[config.mk]
export PLATFORM = sky130hd
export DESIGN_NAME = msp_frame_receiver
export DESIGN_NICKNAME = d
export VERILOG_FILES = /design/src/rtl/core/mspfr_pkg.sv /design/src/rtl/core/msp_frame_receiver.sv /design/src/rtl/core/mspfr_in_stage.sv /design/src/rtl/core/mspfr_parser.sv /design/src/rtl/core/mspfr_out_stage.sv
export SDC_FILE = /design/constraint.sdc
export NUM_CORES = 1
export LEC_CHECK = 0
export ABC_AREA = 1
export BUFFER_PORTS_ARGS = -buffer_cell sky130_fd_sc_hd__buf_2
export CORE_UTILIZATION = 60
export CTS_CLUSTER_SIZE = 28
export DETAILED_ROUTE_END_ITERATION = 6
export PLACE_DENSITY = 0.83
export SYNTH_ARGS = -nofsm -noshare
export SYNTH_HDL_FRONTEND = slang
export SYNTH_SLANG_ARGS = --single-unit
export TNS_END_PERCENT = 50
[constraint.sdc]
create_clock -name clock -period 5.41 [get_ports clock]
set_input_delay 0.541 -clock clock [delete_from_list [all_inputs] [get_ports clock]]
set_output_delay 0.541 -clock clock [all_outputs]
set_load 0.005 [all_outputs]
[src/rtl/core/mspfr_pkg.sv]
`timescale 1ns / 1ps

package mspfr_pkg;

   localparam int unsigned BYTE_W      = 8;
   localparam int unsigned RSP_DATA_W  = 40;

   localparam logic [BYTE_W-1:0] SYNC_DOLLAR = 8'h24;
   localparam logic [BYTE_W-1:0] SYNC_M      = 8'h4D;
   localparam logic [BYTE_W-1:0] SYNC_REPLY  = 8'h3E;

   localparam logic KIND_PAYLOAD = 1'b0;
   localparam logic KIND_END     = 1'b1;

   // One result as it leaves the parser.
   typedef struct packed {
      logic              kind;
      logic [BYTE_W-1:0] data;
      logic [BYTE_W-1:0] index;
      logic [BYTE_W-1:0] command;
      logic [BYTE_W-1:0] length;
      logic              good;
   } rsp_item_type;

endpackage

[src/rtl/core/msp_frame_receiver.sv]
`timescale 1ns / 1ps

// Channel   | Direction | Handshake             | Payload
// ----------+-----------+-----------------------+--------------------------------------
// request   | in        | req_tvalid/req_tready | tdata[7:0] rx_byte
// response  | out       | rsp_tvalid/rsp_tready | tdata: payload_byte, payload_index,
//           |           |                       | frame_command, frame_length,
//           |           |                       | checksum_good; tuser: result_kind
//
// One request is taken per cycle while the input register's byte can move on. A byte is
// decoded by the parser while it sits in the input register, and any result it yields
// is then registered in the output register, from which the response is offered.
// The synchronous reset returns the parser to hunting for the start byte.
// Header bytes never stall; payload and checksum bytes wait in the input register
// while the output register holds a response that has not been taken.

module msp_frame_receiver
   import mspfr_pkg::*;
(
   input  logic                  clock,
   input  logic                  reset,
   input  logic                  req_tvalid,
   output logic                  req_tready,
   input  logic [BYTE_W-1:0]     req_tdata,   // [7:0] rx_byte
   output logic                  rsp_tvalid,
   input  logic                  rsp_tready,
   // [7:0] payload_byte, [15:8] payload_index, [23:16] frame_command,
   // [31:24] frame_length, [32] checksum_good, [39:33] zero
   output logic [RSP_DATA_W-1:0] rsp_tdata,
   output logic                  rsp_tuser    // [0] result_kind
);

   logic              item_valid;
   logic [BYTE_W-1:0] item_byte;
   logic              has_result;
   logic              out_free;
   logic              advance;
   rsp_item_type      result;

   // A byte moves on when it yields nothing, or when the output register has room.
   assign advance = item_valid && (!has_result || out_free);

   mspfr_in_stage u_in_stage (
      .clock      (clock),
      .reset      (reset),
      .req_tvalid (req_tvalid),
      .req_tready (req_tready),
      .req_tdata  (req_tdata),
      .advance    (advance),
      .item_valid (item_valid),
      .item_byte  (item_byte)
   );

   mspfr_parser u_parser (
      .clock      (clock),
      .reset      (reset),
      .item_valid (item_valid),
      .item_byte  (item_byte),
      .advance    (advance),
      .has_result (has_result),
      .result     (result)
   );

   mspfr_out_stage u_out_stage (
      .clock      (clock),
      .reset      (reset),
      .load       (advance && has_result),
      .item       (result),
      .free       (out_free),
      .rsp_tvalid (rsp_tvalid),
      .rsp_tready (rsp_tready),
      .rsp_tdata  (rsp_tdata),
      .rsp_tuser  (rsp_tuser)
   );

endmodule

[src/rtl/core/mspfr_in_stage.sv]
`timescale 1ns / 1ps

module mspfr_in_stage
   import mspfr_pkg::*;
(
   input  logic              clock,
   input  logic              reset,
   input  logic              req_tvalid,
   output logic              req_tready,
   input  logic [BYTE_W-1:0] req_tdata,
   input  logic              advance,
   output logic              item_valid,
   output logic [BYTE_W-1:0] item_byte
);

   logic              valid_ff, valid_in;
   logic [BYTE_W-1:0] byte_ff, byte_in;

   // The register may refill in the same cycle that its byte moves on.
   assign req_tready = !valid_ff || advance;

   always_comb begin
      valid_in = valid_ff;
      byte_in  = byte_ff;
      if (req_tready) begin
         valid_in = req_tvalid;
         byte_in  = req_tdata;
      end
   end

   always_ff @(posedge clock) begin
      if (reset) begin
         valid_ff <= 1'b0;
      end else begin
         valid_ff <= valid_in;
      end
      byte_ff <= byte_in;
   end

   assign item_valid = valid_ff;
   assign item_byte  = byte_ff;

endmodule

[src/rtl/core/mspfr_parser.sv]
`timescale 1ns / 1ps

module mspfr_parser
   import mspfr_pkg::*;
(
   input  logic              clock,
   input  logic              reset,
   input  logic              item_valid,
   input  logic [BYTE_W-1:0] item_byte,
   input  logic              advance,
   output logic              has_result,
   output rsp_item_type      result
);

   typedef enum logic [2:0] {
      PH_IDLE   = 3'd0,
      PH_DOLLAR = 3'd1,
      PH_M      = 3'd2,
      PH_ARROW  = 3'd3,
      PH_SIZE   = 3'd4,
      PH_BODY   = 3'd5
   } phase_type;

   phase_type         phase_ff, phase_in;
   logic [BYTE_W-1:0] length_ff, length_in;
   logic [BYTE_W-1:0] offset_ff, offset_in;
   logic [BYTE_W-1:0] xor_ff, xor_in;
   logic [BYTE_W-1:0] command_ff, command_in;
   logic              in_payload;

   assign in_payload = offset_ff < length_ff;
   assign has_result = item_valid && (phase_ff == PH_BODY);

   always_comb begin
      result.kind    = in_payload ? KIND_PAYLOAD : KIND_END;
      result.data    = in_payload ? item_byte : '0;
      result.index   = offset_ff;
      result.command = command_ff;
      result.length  = length_ff;
      result.good    = !in_payload && (xor_ff == item_byte);
   end

   always_comb begin
      phase_in   = phase_ff;
      length_in  = length_ff;
      offset_in  = offset_ff;
      xor_in     = xor_ff;
      command_in = command_ff;
      case (phase_ff)
         PH_DOLLAR: begin
            phase_in = (item_byte == SYNC_M) ? PH_M : PH_IDLE;
         end
         PH_M: begin
            phase_in = (item_byte == SYNC_REPLY) ? PH_ARROW : PH_IDLE;
         end
         PH_ARROW: begin
            length_in = item_byte;
            offset_in = '0;
            xor_in    = item_byte;
            phase_in  = PH_SIZE;
         end
         PH_SIZE: begin
            command_in = item_byte;
            xor_in     = xor_ff ^ item_byte;
            phase_in   = PH_BODY;
         end
         PH_BODY: begin
            if (in_payload) begin
               xor_in    = xor_ff ^ item_byte;
               offset_in = offset_ff + 1'b1;
            end else begin
               phase_in = PH_IDLE;
            end
         end
         default: begin
            // Idle, and any code that cannot arise, hunts for the start byte.
            phase_in = (item_byte == SYNC_DOLLAR) ? PH_DOLLAR : PH_IDLE;
         end
      endcase
   end

   always_ff @(posedge clock) begin
      if (reset) begin
         phase_ff   <= PH_IDLE;
         length_ff  <= '0;
         offset_ff  <= '0;
         xor_ff     <= '0;
         command_ff <= '0;
      end else if (advance) begin
         phase_ff   <= phase_in;
         length_ff  <= length_in;
         offset_ff  <= offset_in;
         xor_ff     <= xor_in;
         command_ff <= command_in;
      end
   end

endmodule

[src/rtl/core/mspfr_out_stage.sv]
`timescale 1ns / 1ps

module mspfr_out_stage
   import mspfr_pkg::*;
(
   input  logic                  clock,
   input  logic                  reset,
   input  logic                  load,
   input  rsp_item_type          item,
   output logic                  free,
   output logic                  rsp_tvalid,
   input  logic                  rsp_tready,
   output logic [RSP_DATA_W-1:0] rsp_tdata,
   output logic                  rsp_tuser
);

   logic         valid_ff, valid_in;
   rsp_item_type item_ff, item_in;

   assign free = !valid_ff || rsp_tready;

   always_comb begin
      valid_in = valid_ff && !rsp_tready;
      item_in  = item_ff;
      if (load) begin
         valid_in = 1'b1;
         item_in  = item;
      end
   end

   always_ff @(posedge clock) begin
      if (reset) begin
         valid_ff <= 1'b0;
      end else begin
         valid_ff <= valid_in;
      end
      item_ff <= item_in;
   end

   assign rsp_tvalid = valid_ff;
   assign rsp_tuser  = item_ff.kind;
   assign rsp_tdata  = {7'b0, item_ff.good, item_ff.length, item_ff.command,
                        item_ff.index, item_ff.data};

endmodule
Yosys cells after proc, flatten, opt, wreduce, memory -nomap -nowiden
Index checks and enable logic that the tools add are counted.
- register bits: 79
- bits in latches: 0
- RAM bits: 0
- memory bits (read-only): 0
- input port bits: 12
- output and inout port bits: 43
- word-level logic and storage cells: 59
- memories kept: 0
- $add $sub $neg: 1
- $mul: 0
- div/mod/pow operators: 0
- $lt $le $gt $ge: 1
- equal/unequal tests: 11
- shift-type cells: 0
- mux-type cells: 11
- bitwise operators: 1
- reductions and logical operators: 20
- operators by type and width (operator ; number):
    $pmux 8 s3 ; 1
    $eq 8x6->1 const B ; 2
    $mux 8 ; 2
    $pmux 8 s2 ; 1
    $pmux 3 s5 ; 1
    $add 8x1->8 const B ; 1
    $eq 8x7->1 const B ; 1
    $eq 8x8->1 ; 1
    $lt 8x8->1 ; 1
    $xor 8x8->8 ; 1
    $eq 3x2->1 const B ; 2
    $eq 3x3->1 const B ; 2
    $reduce_and 2->1 ; 3
    $reduce_and 3->1 ; 2
    $logic_and 1x1->1 ; 5
    $logic_not 1->1 ; 5
    $mux 2 ; 2
    $eq 3x1->1 const B ; 1
    $logic_or 1x1->1 ; 3
    $mux 1 ; 3
    $mux 3 ; 1
    $reduce_bool 3->1 ; 1
    $ne 2x1->1 const B ; 1
    $ne 2x2->1 const B ; 1
    $reduce_bool 2->1 ; 1

Logic depth before layout (Yosys ltp)
- depth after elaboration: 7
- gate-level depth with buffers: 13
- gate-level depth less buffers: 12

Hierarchy
A second synthesis with hierarchy kept.
- cell total of the unflattened synthesis: 371
- area total of the unflattened synthesis: 3483.3 µm²
- modules (own cells, without submodules) (module ; instances ; cells an instance ; area an instance (µm²) ; sequential area each (µm²)):
    mspfr_parser ; 1 ; 306 ; 2055.7 ; 700.7
    mspfr_out_stage ; 1 ; 47 ; 1119.8 ; 1041.0
    mspfr_in_stage ; 1 ; 13 ; 282.8 ; 260.2
    msp_frame_receiver ; 1 ; 5 ; 25.0 ; 0.0

Worst setup path before layout
No wires, ideal clock.
- path type: register to register
- start point: reg u_parser.phase_ff[2]
- end point: reg u_out_stage.item_ff, in the netlist u_out_stage.rsp_tdata[0], enable pin
- arrival time: 2242 ps
- required time: 4983 ps
- slack: 2741 ps
- stages on the path, launching flop included: 5
- clock period less this slack: 2669 ps
- cells stage by stage: dfxtp_1 nand2_2 nor2_8 nand2_1 nor2_1
- word-level cells in the longest chain between the ends: 6
- RTL lines (item ; line ; text):
    start: declaration ; mspfr_parser.sv:24 ; phase_type phase_ff, phase_in;
    start signal: assignment ; mspfr_parser.sv:90 ; phase_ff <= phase_in;
    $eq 3x3->1 * ; mspfr_parser.sv:32 ; assign has_result = item_valid && (phase_ff == PH_BODY);
    $logic_and 1x1->1 * ; mspfr_parser.sv:32 ;
    $logic_not 1->1 ; msp_frame_receiver.sv:41 ; assign advance = item_valid && (!has_result || out_free);
    $logic_or 1x1->1 ; msp_frame_receiver.sv:41 ;
    $logic_and 1x1->1 ; msp_frame_receiver.sv:41 ;
    $logic_and 1x1->1 * ; msp_frame_receiver.sv:67 ; .load (advance && has_result),
    named net u_out_stage.load ; mspfr_out_stage.sv:8 ; input logic load,
    end signal: assignment ; mspfr_out_stage.sv:37 ; item_ff <= item_in;
    end: declaration ; mspfr_out_stage.sv:18 ; rsp_item_type item_ff, item_in;
Mark *: on every way through the listed nets, which the timed path passes. The rest lies on a longest branch.
A chain may end at the register's enable or synchronous reset.

Worst setup path after layout
- start point: reg u_parser.offset_ff[5]
- end point: reg u_parser.offset_ff[1]
- word-level cells in the longest chain between the ends: 3
- RTL lines (item ; line ; text):
    start: declaration ; mspfr_parser.sv:26 ; logic [BYTE_W-1:0] offset_ff, offset_in;
    start signal: assignment ; mspfr_parser.sv:92 ; offset_ff <= offset_in;
    $lt 8x8->1 ; mspfr_parser.sv:31 ; assign in_payload = offset_ff < length_ff;
    $ne 2x1->1 (no line) ; n/a ;
    $reduce_and 3->1 (no line) ; n/a ;
No other way between the ends.

==> qor.yml <==
min_path:
  hold_class: "in -> reg"
clocking:
  cts_sinks: 79
  ctsResizeCount: 0
  htreeDepth: 3
  cts_tree: "yes"
  root_buffer: "clkbuf_8"
  cts_hold_buf: 0
  postCtsSetupBuffers: 0
  clkTransAtPathRegs_ns: 0.08
  cts_buffer_depth: 2
  cts_buffers: 9
  insertion_delay_ns: 0.34
outcome:
  outcome: "complete, but fails checks"
  failed_checks: "design-rule violations"
floorplanning:
  dieWidth_um: 77.8
  die_area_um2: 6060
  rows: 27
  die_height_um: 77.8
  initial_utilization_pct: 62.3
  core_area_um2: 5540
  io-pin-count: 55
place:
  gp_congestion: 0.906
  hpwlAfterDp_mm: 4.81
  portBuffers: 47
critical_path:
  startpoint_type: "flop"
  cpMostUsedCell: "nand2_1"
  critPathKind: "reg -> reg"
  r2r_end: "u_parser.offset_ff[1]"
  critPathLaunch: "u_parser.offset_ff[5]"
  cp_max_fo: 21
  end_kind: "flop"
  slowest_delay_ns: 0.61
  arrival_ns: 2.84
  endpoint: "u_parser.offset_ff[1]"
  reg2reg_slack_ns: 2.78
  worstPathCellList: "ha_1 -> a21oi_1 -> nor2_1 -> nor3_1 -> nand2_1 -> nand2_1 -> nand2_1 -> nand2_1 -> a21oi_1"
  slowest_stage: "nand2_1"
  reg2reg_from: "u_parser.offset_ff[5]"
  crit_required_ns: 5.62
  worstRegToRegCells: 9
routing:
  drc: 4
  dr.first_iter.drc_count: 233
  first_pass_iters: 7
  drtAntennaViolNets: 0
  avgRoutedWirePerCell_um: 14.2
  vias_per_cell: 5.40
  wirelength_mm: 6.90
  vias: 2630
synthesis:
  synth_top_cell_area_share_pct: 36.5
  synth_top_area_cell: "edfxtp_1"
  yosysWarnings: 0
  yosysSeqAreaShare_pct: 58.0
  netlist_area_um2: 3450
  avgSynthCellArea_um2: 9.48
  synth.area.top_cells: "edfxtp_1 (37%), dfxtp_1 (21%), nand2_1 (7.5%), a21oi_1 (5.4%), nand3_1 (5.1%)"
  synth_cells: 364
  synth-seq-cells: 79
  synthDistinctLibCells: 30
timing:
  setup_tns_ns: 0
  hold_violations: 0
  finalSetupViolCount: 0
  max_freq_mhz: 380
  rsz0062_at_grt: "false"
  finalMaxSlewViolations: 0
  worst_hold_slack_ns: 0.373
  clock-skew-final_ns: 0.00953
  slew_headroom_pct: 35.9
  period_share_pct: 48.7
  tightest_slew_ns: 0.959
  fin_crit_ns: 2.63
grt:
  first_global_vias: 2422
  grtUsageTotal_pct: 24.7
  antenna_found_initial: 0
  grt_overflow: 0
  grt_first_pass_wirelength_mm: 11.2
  grt_max_degree: 36
cells_and_area:
  post-route-util_pct: 70.4
  num_antenna_cells: 0
  regArea_um2: 2000
  nNetsFinal: 430
  drive_gt1_share_pct: 17.8
  area_growth_pct: 13.0
  fill_cells: 443
  multi_input_area_um2: 1230
power:
  ir_drop_v: 0.000208
  p_total_w: 0.00113
  p_leak_nw: 1.58
  comb_power_share_pct: 4.1
  internal_power_w: 0.000884
  cellPowerDensity_nw_per_um2: 289
  share_seq_of_total_power_pct: 57.4
  p_sw_w: 0.000241
  pwr-share-clk_pct: 38.4
  switching_share_pct: 21.4
run:
  drv_cap: 0
## worst min path at each step
stage	from	to	slack (ns)	cells past startpoint
5_1_grt	req_tdata[0]	u_in_stage.item_byte[0]	0.36	1
4_1_cts	req_tdata[1]	u_in_stage.item_byte[1]	0.37	1
3_3_place_gp	u_parser.length_ff[5]	u_out_stage.rsp_tdata[29]	0.41	0
2_1_floorplan	u_parser.length_ff[1]	u_out_stage.rsp_tdata[25]	0.41	0
6_report	req_tdata[1]	u_in_stage.item_byte[1]	0.37	1
3_5_place_dp	u_parser.length_ff[7]	u_out_stage.rsp_tdata[31]	0.42	0
## cells in the mapped netlist (all sizes together)
| library cell | number |
|---|---|
| o21a | 1 |
| ha | 8 |
| nand2 | 71 |
| or2 | 1 |
| o21ai | 17 |
| buf | 12 |
| edfxtp | 42 |
| conb | 1 |
| nand3b | 3 |
| nor2 | 30 |
| nand3 | 37 |
| a21oi | 38 |
| clkbuf | 6 |
| and3 | 1 |
| dfxtp | 37 |
| xor2 | 9 |
| nor3 | 9 |
| inv | 37 |
| nor4 | 3 |
| nand4 | 1 |
## area by class of cell
| type | count | share of cell area (%) |
|---|---|---|
| clock buffers | 12 | 3.98 |
| multi-input cells | 236 | 31.6 |
| repair buffers | 47 | 6.03 |
| flip-flops and latches | 79 | 51.3 |
| clock inverters | 4 | 1.12 |
| well taps | 72 | 2.31 |
| inverters | 37 | 3.56 |
## metrics by stage
step | setup WS [ns] | cell area [um2] | instances
4_1_cts | 2.81 | 3900 | 487
2_1_floorplan | 2.74 | 3470 | 370
5_1_grt | 2.55 | 3900 | 487
6_report | 2.78 | 3900 | 487
3_3_place_gp | 2.96 | 3700 | 471
3_5_place_dp | 2.83 | 3700 | 471
## per-layer routing
metal,track usage [%],routed length (um)
met5,0,0
met4,13.2,159
met3,4.47,500
met2,39.9,3300
met1,31.6,2950
## layout by cell type (no fill, tap or decap), drive strengths merged
cell type / count
or2: 1
nand3: 37
nand2: 71
nor4: 3
inv: 37
ha: 8
buf: 47
o21ai: 17
xor2: 9
nor3: 9
edfxtp: 42
nand3b: 3
bufinv: 1
o21a: 1
nand4: 1
clkbuf: 12
conb: 7
clkinv: 3
and3: 1
a21oi: 38
nor2: 30
dfxtp: 37
## critical path, delay by kind of cell (launching register included)
kind	cells	cell delay, ns
AO/OA/AOI/OAI	2	0.20
adder cells (fa/ha/maj)	1	0.29
flip-flops	1	0.44
AND/OR/NAND/NOR	6	1.58
## flip-flops by register name, summed over array words and instances, names as in the netlist
register and count:
u_out_stage.rsp_tdata 33, u_in_stage.item_byte 8, u_parser.command_ff 8, u_parser.length_ff 8, u_parser.offset_ff 8, u_parser.xor_ff 8
u_parser.phase_ff 3, u_in_stage.item_valid 1, u_out_stage.rsp_tuser 1, u_out_stage.rsp_tvalid 1
## kinds of logic after synthesis
kind of cell / count (synthesis) / synth area share, %
AND/OR/NAND/NOR: 156 / 21.0
flip-flops: 79 / 58.0
AO/OA/AOI/OAI: 56 / 8.63
buffers and inverters: 55 / 7.11
XOR/XNOR: 9 / 2.28
adder cells (fa/ha/maj): 8 / 2.90
other: 1 / 0.109
## power groups by stage
stage	registers [W]	logic, W	clock network [W]
global route	0.000647	0.0000520	0.000462
CTS	0.000646	0.0000456	0.000438
global placement	0.000659	0.0000443	0
detailed placement	0.000659	0.0000453	0
finish	0.000646	0.0000466	0.000433
floorplan	0.000654	0.0000384	0
No activity file was read; power rests on OpenSTA's default activity.
